<file path="src/hw/rtl/sce_ram.sv">
// Generic single-write, single-read synchronous RAM with registered read data.
// Used for the score buffer and the class weight table; no dependencies.
module sce_ram #(
   parameter int WIDTH = 32,
   parameter int DEPTH = 32
) (
   input  logic                     clock,
   input  logic                     we,
   input  logic [$clog2(DEPTH)-1:0] waddr,
   input  logic [WIDTH-1:0]         wdata,
   input  logic                     re,
   input  logic [$clog2(DEPTH)-1:0] raddr,
   output logic [WIDTH-1:0]         rdata
);

   logic [WIDTH-1:0] mem [DEPTH];

   // write port, registered read port
   always_ff @(posedge clock) begin
      if (we) begin
         mem[waddr] <= wdata;
      end
      if (re) begin
         rdata <= mem[raddr];
      end
   end

endmodule

</file>
<file path="config.mk">
export PLATFORM = sky130hd
export DESIGN_NAME = sce_ram
export DESIGN_NICKNAME = d
export VERILOG_FILES = /design/src/hw/rtl/sce_ram.sv
export SDC_FILE = /design/constraint.sdc
export NUM_CORES = 1
export LEC_CHECK = 0
export ABC_AREA = 0
export BUFFER_PORTS_ARGS = -buffer_cell sky130_fd_sc_hd__buf_2
export CAP_MARGIN = 30
export CORE_MARGIN = 2
export CORE_UTILIZATION = 45
export DETAILED_ROUTE_END_ITERATION = 8
export PLACE_DENSITY = 0.58
export SETUP_SLACK_MARGIN = 0.5
export SYNTH_ARGS = -nofsm -noshare
export SYNTH_HDL_FRONTEND = slang
export SYNTH_SLANG_ARGS = --single-unit
</file>
<file path="constraint.sdc">
create_clock -name clock -period 4.2 [get_ports clock]
set_clock_uncertainty 0.2 [all_clocks]
set_input_delay 0.63 -clock clock [delete_from_list [all_inputs] [get_ports clock]]
set_output_delay 0.63 -clock clock [all_outputs]
set_load 0.02 [all_outputs]
</file>
==> reports/qor.yml, run 1 <==
synthesis:
  synth-simple-area-share: 0.0308
  avgSynthCellArea_sq_um: 18.1
  yosysMostFrequentCell: "edfxtp_1"
  synth.area.top_cells: "edfxtp_1 78%, mux2i_1 13%, a22oi_1 1.8%"
  synth_top_area_share: 0.777
  synth_seq_area_share: 0.777
  syn_area_sq_mm: 0.0408
  yosysWarnings: 0
  post_synth_most_frequent_cells: "1,056 x edfxtp_1, 512 x mux2i_1, 98 x nand2_1, 98 x nand3_1"
  synth-xor-area-share: 0
  synth_top_area_cell: "edfxtp_1"
  syn-num-nets: 2305
  synth_edf_count: 1056
  synth_top_family_by_area: "multiplexers"
  async_flop_share: 0
  synth-seq-cells: 1056
  synth_cell_types: 24
  synth_ff_type: "edfxtp_1"
  synth_fa_ha_area_frac: 0
  synth_compound_area_frac: 0.0481
  synth_cells: 2260
  synth_mux_area_frac: 0.126
floorplanning:
  die_y_um: 305
  fp.dieArea_sq_mm: 0.0931
  rows: 110
  core_area_sq_mm: 0.0899
  ios: 77
  start_util: 0.454
  die_w_um: 305
sta:
  setup_viol: 0
  min_period_ps: 2470
  whs_ps: 258
  final.setup.tns_ps: 0
  maxSlewHeadroom: 0.313
  rsz0062_at_grt: "false"
  worst_slack_ps: 1730
  timing.final.crit_share: 0.587
  max_freq_mhz: 405
  slew_violations: 0
  tightest_slew_ps: 1030
  final_hold_viol_count: 0
placed_design:
  hpwl_um: 58800
  globalplace.congestion: 0.806
  io_buffer_count: 76
  dp_slack_ps: 994
clocking:
  clock_path_buffers: 3
  post_cts_buffers: 0
  cts.clk_slew.worst_paths_ps: 60
  ctsHtreeMaxLevel: 3
  ctsHoldBuffers: 0
  clock_latency_ps: 680
  cts_tree: "built"
  cts_resized: 0
  cts-buffers-inserted: 105
  clockRootBuffer: "clkbuf_16"
  numClockSinks: 1056
drt:
  drt_wl_total_um: 102000
  drc: 0
  drt_pass1_iterations: 5
  via_count: 20998
  first_iter_violations: 2023
  postRouteAntennaNets: 0
  wl_per_cell_um: 27.7
  via_per_inst: 5.73
setup_path:
  arrival_ps: 2560
  cp.depth: 4
  crit_buf_inv: 2
  r2r_cells: 5
  cp-start-kind: "input pin"
  r2r-start: "mem[6][10]$_DFFE_PP_"
  critical_path_class: "in -> reg"
  worstPathRequired_ps: 4300
  critical-path-max-stage-delay_ps: 660
  crit_slowest_cell: "nand3b_1"
  worstSetupEndpointType: "register"
  critPathLaunch: "waddr[1]"
  cp_max_fo: 22
  cp_top_family: "simple AND/OR/NAND/NOR gates"
  path_cells: "buf_2 > nand3b_1 > nor2_4 > buf_4"
global_routing:
  grt_pass1_vias: 21393
  grt_use_total: 0.216
  grt_antenna_before_repair: 7
  grt_pass1_wl_um: 147000
  grt_overflow: 0
  grt_start_max_net_pins: 73
cells_and_area:
  drive_gt1_frac: 0.142
  fillers: 7157
  area_growth_pct: 13.8
  multi_input_area_sq_mm: 0.00861
  finalNetCount: 2447
  seq_area_sq_mm: 0.0317
pwr:
  power.leakage_nw: 16.1
  powerDensity_mw_per_mm2: 474
  power_mw: 22.0
  vdd_drop_max_mv: 0.310
flow_run:
  max_cap_viol_count: 0
hold_path:
  hp-class: "in -> reg"
  min_path_cells: 1
  hp-start: "re"
outcome:
  status: "completed"
==> cell usage in the layout, fill, tap and decap left out, drive strengths merged, types with 51 or more instances in the layout <==
cell	instances
a21oi	96
a22o	64
a22oi	96
buf	162
clkbuf	119
clkinv	51
edfxtp	1056
mux2i	512
nand2	98
nand3	98
==> sequential cells by signal, summed over array words and instances (netlist names) <==
signal	flops
mem	1024
rdata	32
==> stage by stage <==
stage | instances | utilization | instance area, sq um
5_1_grt | 3662 | 0.517 | 46500
4_1_cts | 3661 | 0.517 | 46400
3_5_place_dp | 3470 | 0.480 | 43100
2_1_floorplan | 2260 | - | 40800
3_3_place_gp | 3469 | 0.480 | 43100
6_report | 3663 | 0.517 | 46500
==> routing by layer <==
metal  vias up  track usage  share of wire
met5         -            0        0.00043
met4         8       0.0589          0.020
met3       131       0.0336          0.059
met2       651        0.363           0.49
met1     10886        0.296           0.43
li1       9322            -              -
==> where the power goes <==
group          internal [mW]  switching [mW]  leakage (nW)
Clock                   5.16            3.89          1.61
Combinational          0.359           0.789          4.92
Sequential              11.8          0.0542          9.54
Total                   17.3            4.73          16.1
==> final timing paths <==
check                     endpoint  slack (ps)
max          mem[29][17]$_DFFE_PP_        1730
min            rdata[11]$_DFFE_PP_         260
max reg2reg    rdata[10]$_DFFE_PP_        2430
min reg2reg    rdata[11]$_DFFE_PP_         490
==> kinds of logic (layout without fill, tap and decap cells) <==
family                 after synthesis  after routing
muxes                              512            512
AOI/OAI and AO/OA                  288            288
DFF                               1056           1056
other                                0              1
buffers and inverters              127            353
and+or+nand+nor                    277            277
==> layout make-up <==
| cell class | instances | share of cell area |
|---|---|---|
| clock inverter | 72 | 0.0131 |
| sequential | 1056 | 0.683 |
| clock buffer | 119 | 0.0582 |
| timing repair buffer | 162 | 0.0290 |
| antenna | 1 | 0.0000539 |
| multi-input combinational | 1077 | 0.185 |
| tap | 1176 | 0.0317 |
Note: power is estimated with default switching activity, not from simulation.
==> run 2, diff against run 1 <==
==> constraint.sdc (replaced) <==
create_clock -name clock -period 2.5 [get_ports clock]
set_clock_uncertainty 0.2 [all_clocks]
set_input_delay 0.375 -clock clock [delete_from_list [all_inputs] [get_ports clock]]
set_output_delay 0.375 -clock clock [all_outputs]
set_load 0.02 [all_outputs]
==> run 2 against run 1 <==
Compared with the run above: sequential power rose by 68%; wire length is 2.1% higher; flip-flop and latch count unchanged; critical path depth decreased by 3; combinational power is 78% higher; clock power grew 60%; critical path type is now reg -> out; largest power group unchanged.
==> reports/qor.yml, run 2 (synthesized netlist as in run 1, its figures left out) <==
clocking:
  clockRootBuffer: "clkbuf_16"
  cts-buffers-inserted: 103
  post_cts_buffers: 0
  clock_latency_ps: 670
  numClockSinks: 1056
  cts.clk_slew.worst_paths_ps: 60
  cts_tree: "built"
  ctsHtreeMaxLevel: 3
  clock_path_buffers: 3
floorplanning:
  rows: 110
  die_y_um: 305
  core_area_sq_mm: 0.0899
  start_util: 0.454
  die_w_um: 305
  ios: 77
  fp.dieArea_sq_mm: 0.0931
cells_and_area:
  layout_common_cells: "1,056 x edfxtp_1, 512 x mux2i_1, 104 x clkbuf_16, 97 x nand2_1, 97 x nand3_1"
  regMostFlops: "mem"
  finalNetCount: 2527
  area_growth_pct: 16.7
  n_antenna_cell: 0
  drive_gt1_frac: 0.157
  layout_commonest_cell: "edfxtp_1"
  largest_registers: "mem (1024), rdata (32)"
  largest_reg_flops: 1024
  stdcell_count: 3743
sta:
  max_freq_mhz: 510
  slew_violations: 0
  rsz0062_at_grt: "false"
  final.setup.tns_ps: 0
  min_period_ps: 1960
  tightest_slew_ps: 612
  setup_viol: 0
  final_hold_viol_count: 0
  timing.final.crit_share: 0.784
  maxSlewHeadroom: 0.592
drt:
  drt_pass1_iterations: 5
  drt_wl_total_um: 104000
  wl_per_cell_um: 27.7
  drc: 0
  first_iter_violations: 1946
  via_per_inst: 5.71
  postRouteAntennaNets: 0
  via_count: 21374
pwr:
  power.switching_mw: 7.85
  p_clk_frac: 0.399
  powerDensity_mw_per_mm2: 765
  p_int_mw: 28.6
  seqPwrFrac: 0.545
  combPwrFrac: 0.056
  p_sw_frac: 0.216
  vdd_drop_max_mv: 0.504
  power.leakage_nw: 16.6
setup_path:
  critical_path_class: "reg -> out"
  arrival_ps: 1390
  rrSetupSlack_ps: 630
  cp_max_fo: 1
  crit_slowest_cell: "edfxtp_1"
  path_cells: "buf_2"
  cp_top_family: "flip-flops"
  worstSetupEndpointType: "output pin"
  cp-start-kind: "register"
  critical-path-max-stage-delay_ps: 490
  crit_buf_inv: 1
  worstPathRequired_ps: 1920
placed_design:
  globalplace.congestion: 0.775
  dp.cells: 3529
  io_buffer_count: 76
  hpwl_um: 57800
global_routing:
  grt_start_max_net_pins: 42
  grt_pass1_wl_um: 149000
  grt_use_total: 0.222
  grt_overflow: 0
  grt_antenna_before_repair: 7
  grt_pass1_vias: 21639
hold_path:
  hp-class: "in -> reg"
outcome:
  status: "completed"
flow_run:
  max_cap_viol_count: 0
## run 2: through the flow
| stage | hold slack, ps | util | total power [mW] | area, sq um | setup WS [ps] |
|---|---|---|---|---|---|
| after floorplan | 274 | - | 21.3 | 41100 | 241 |
| after global placement | 459 | 0.492 | 22.2 | 44200 | 74.1 |
| after detailed placement | 467 | 0.492 | 22.2 | 44200 | 28.9 |
| after CTS | 6.82 | 0.530 | 36.7 | 47600 | 501 |
| after global routing | 29.0 | 0.530 | 37.5 | 47600 | 507 |
| final | 32.5 | 0.530 | 36.4 | 47600 | 539 |
## run 2: routing by layer
layer  vias up  wire [um]  track usage
met5         -         68            0
met4        10       2840       0.0693
met3       185       6130       0.0354
met2       685      49600        0.363
met1     11027      45100        0.307
li1       9467          -            -
## run 2: layout make-up
type	count	area [sq um]
Clock buffer	131	2700
Clock inverter	59	435
Fill cell	7049	42300
Multi-Input combinational cell	1077	8630
Sequential cell	1056	31700
Tap cell	1176	1470
Timing Repair Buffer	244	2660
## run 2: final timing paths
path,startpoint,end,cells after the start
min reg2reg,mem[11][31]$_DFFE_PP_,rdata[31]$_DFFE_PP_,4
min,wdata[17],mem[16][17]$_DFFE_PP_,1
max,rdata[12]$_DFFE_PP_,rdata[12],1
max reg2reg,mem[1][14]$_DFFE_PP_,rdata[14]$_DFFE_PP_,5
## run 2: power by group through the flow
stage | clock network (mW) | logic, mW | registers (mW)
final | 14.5 | 2.05 | 19.8
after detailed placement | 0 | 2.02 | 20.2
after CTS | 14.8 | 2.06 | 19.8
after floorplan | 0 | 1.05 | 20.3
after global routing | 15.5 | 2.19 | 19.9
after global placement | 0 | 1.99 | 20.2
## run 2: timing repair
item                                    in CTS  in global routing
hold buffers                                24                  0
endpoints found under the hold margin      580                  0
endpoints found under the setup margin       2                  0
gates resized for setup                      4                  0
==> run 3, diff against run 2 <==
==> constraint.sdc (replaced) <==
create_clock -name clock -period 1.95 [get_ports clock]
set_clock_uncertainty 0.2 [all_clocks]
set_input_delay 0.2925 -clock clock [delete_from_list [all_inputs] [get_ports clock]]
set_output_delay 0.2925 -clock clock [all_outputs]
set_load 0.02 [all_outputs]
==> run 3 against run 2 <==
Compared with the run above: sequential power rose by 29%; cell count increased by 3.6%; worst hold slack improved by 67 ps; clock power is 47% higher; critical path type unchanged; largest power group unchanged; global-route usage grew 0.41 points; critical path depth unchanged; die area is the same; critical endpoint is now rdata[13]; non-clock buffer count up 121; register-to-register slack got worse by 380 ps; wire length up 2.2%; via count rose by 3.3%.
==> reports/qor.yml, run 3 (synthesized netlist as in run 1, its figures left out) <==
floorplanning:
  rows: 110
  core_area_sq_mm: 0.0899
  ios: 77
  die_y_um: 305
  fp.dieArea_sq_mm: 0.0931
  start_util: 0.454
  die_w_um: 305
pwr:
  power_mw: 49.8
  power.leakage_nw: 17.8
  powerDensity_mw_per_mm2: 991
  vdd_drop_max_mv: 0.796
clocking:
  numClockSinks: 1056
  post_cts_buffers: 0
  ctsHtreeMaxLevel: 3
  cts-buffers-inserted: 107
  clock_latency_ps: 680
  clockRootBuffer: "clkbuf_16"
  cts_tree: "built"
  cts.clk_slew.worst_paths_ps: 60
  clock_path_buffers: 3
setup_path:
  arrival_ps: 1460
  crit_buf_inv: 1
  cp_top_family: "flip-flops"
  cp-start-kind: "register"
  rrSetupSlack_ps: 250
  worstSetupEndpointType: "output pin"
  r2r-end: "rdata[9]$_DFFE_PP_"
  crit_slowest_cell: "edfxtp_1"
  worstPathRequired_ps: 1460
  critical-path-max-stage-delay_ps: 560
  r2r-start: "mem[3][9]$_DFFE_PP_"
  r2r_cells: 6
  critical_path_class: "reg -> out"
  path_cells: "buf_6"
  cp_max_fo: 1
hold_path:
  hp-class: "in -> reg"
  hp-start: "raddr[2]"
  min_path_cells: 6
  min_to: "rdata[13]$_DFFE_PP_"
sta:
  maxSlewHeadroom: 0.615
  final.setup.tns_ps: 0
  min_period_ps: 1950
  setup_viol: 0
  slew_violations: 0
  worst_slack_ps: 0.420
  final_hold_viol_count: 0
  timing.final.crit_share: 1.00
  tightest_slew_ps: 577
  rsz0062_at_grt: "true"
  max_freq_mhz: 513
cells_and_area:
  largest_reg_flops: 1024
  drive_gt1_frac: 0.220
  final_util: 0.559
  regMostFlops: "mem"
  fillers: 6871
  area_growth_pct: 23.2
  largest_registers: "mem (1024), rdata (32)"
  finalNetCount: 2652
  layout_commonest_cell: "edfxtp_1"
  layout_common_cells: "1,056 x edfxtp_1, 511 x mux2i_1, 129 x buf_4, 120 x buf_12, 111 x clkbuf_16"
global_routing:
  grt_start_max_net_pins: 33
  grt_pass1_wl_um: 153000
  grt_antenna_before_repair: 5
  met2_usage: 0.384
  grt_use_total: 0.226
  met3_usage: 0.0356
  grt_pass1_vias: 22246
  grt_overflow: 0
  gr-usage-met1: 0.304
  grt-busiest-layer: "met2"
drt:
  drt_wl_total_um: 106000
  via_count: 22077
  via_per_inst: 5.70
  first_iter_violations: 1870
  wl_per_cell_um: 27.4
  drt_pass1_iterations: 8
  drc: 0
  postRouteAntennaNets: 0
flow_run:
  max_cap_viol_count: 0
outcome:
  status: "completed"
placed_design:
  hpwl_um: 65600
  dp_slack_ps: -420
  globalplace.congestion: 0.821
  io_buffer_count: 76
-- run 3: cell count changes in the layout (fill, tap and decap cells not counted), sizes merged --
cell / previous run / this run
clkbuf: 131 / 126
clkinv: 46 / 49
clkinvlp: 5 / 6
bufinv: 4 / 19
buf: 220 / 329
diode: 0 / 1
dlygate4sd3: 24 / 33
-- run 3: timing repair --
action	in CTS	in global routing
resized for setup	96	21
hold endpoints to repair	1030	0
gates cloned	0	3
hold buffers	33	0
pin swaps	30	49
endpoints found under the setup margin	55	64
-- run 3: worst max path at each step --
stage / slack, ps / depth (start not counted) / end / start
3_3_place_gp: -420 / 8 / rdata[0]$_DFFE_PP_ / raddr[0]
2_1_floorplan: -230 / 2 / mem[10][0]$_DFFE_PP_ / waddr[0]
4_1_cts: -40 / 1 / rdata[6] / rdata[6]$_DFFE_PP_
3_5_place_dp: -420 / 8 / rdata[0]$_DFFE_PP_ / raddr[0]
5_1_grt: -30 / 1 / rdata[6] / rdata[6]$_DFFE_PP_
6_report: 0.4 / 1 / rdata[13] / rdata[13]$_DFFE_PP_
-- run 3: through the flow --
step | hold slack, ps | std cells | instance area (sq um)
4_1_cts | 77.2 | 3872 | 50100
6_report | 99.6 | 3876 | 50300
2_1_floorplan | 191 | 2260 | 41200
5_1_grt | 141 | 3876 | 50300
3_5_place_dp | 465 | 3638 | 45700
3_3_place_gp | 455 | 3638 | 45700
-- run 3: worst reg2reg max path, delay by kind of cell, from the launching register on --
kind	cells	cell delay, ps
AOI/OAI and AO/OA	2	400
buffers and inverters	1	160
DFF	1	360
muxes	1	160
and+or+nand+nor	2	170
-- run 3: layout make-up --
type,count,area [sq um],share of cell area
sequential,1056,31700,0.631
multi-input combinational,1077,8900,0.177
timing repair buffer,365,4460,0.0887
clock buffer,123,2760,0.0549
tap,1176,1470,0.0293
clock inverter,78,960,0.0191
antenna,1,2.50,0.0000498
-- run 3: power breakdown --
part | total (mW) | internal [mW] | switching [mW]
Combinational | 3.00 | 1.25 | 1.75
Sequential | 25.5 | 25.3 | 0.130
Clock | 21.3 | 12.7 | 8.62
-- run 3: metal layers --
layer  up-vias  wire, um
li1       9744         -
met1     11515     44500
met2       652     53200
met3       160      5730
met4         6      2520
met5         -        41
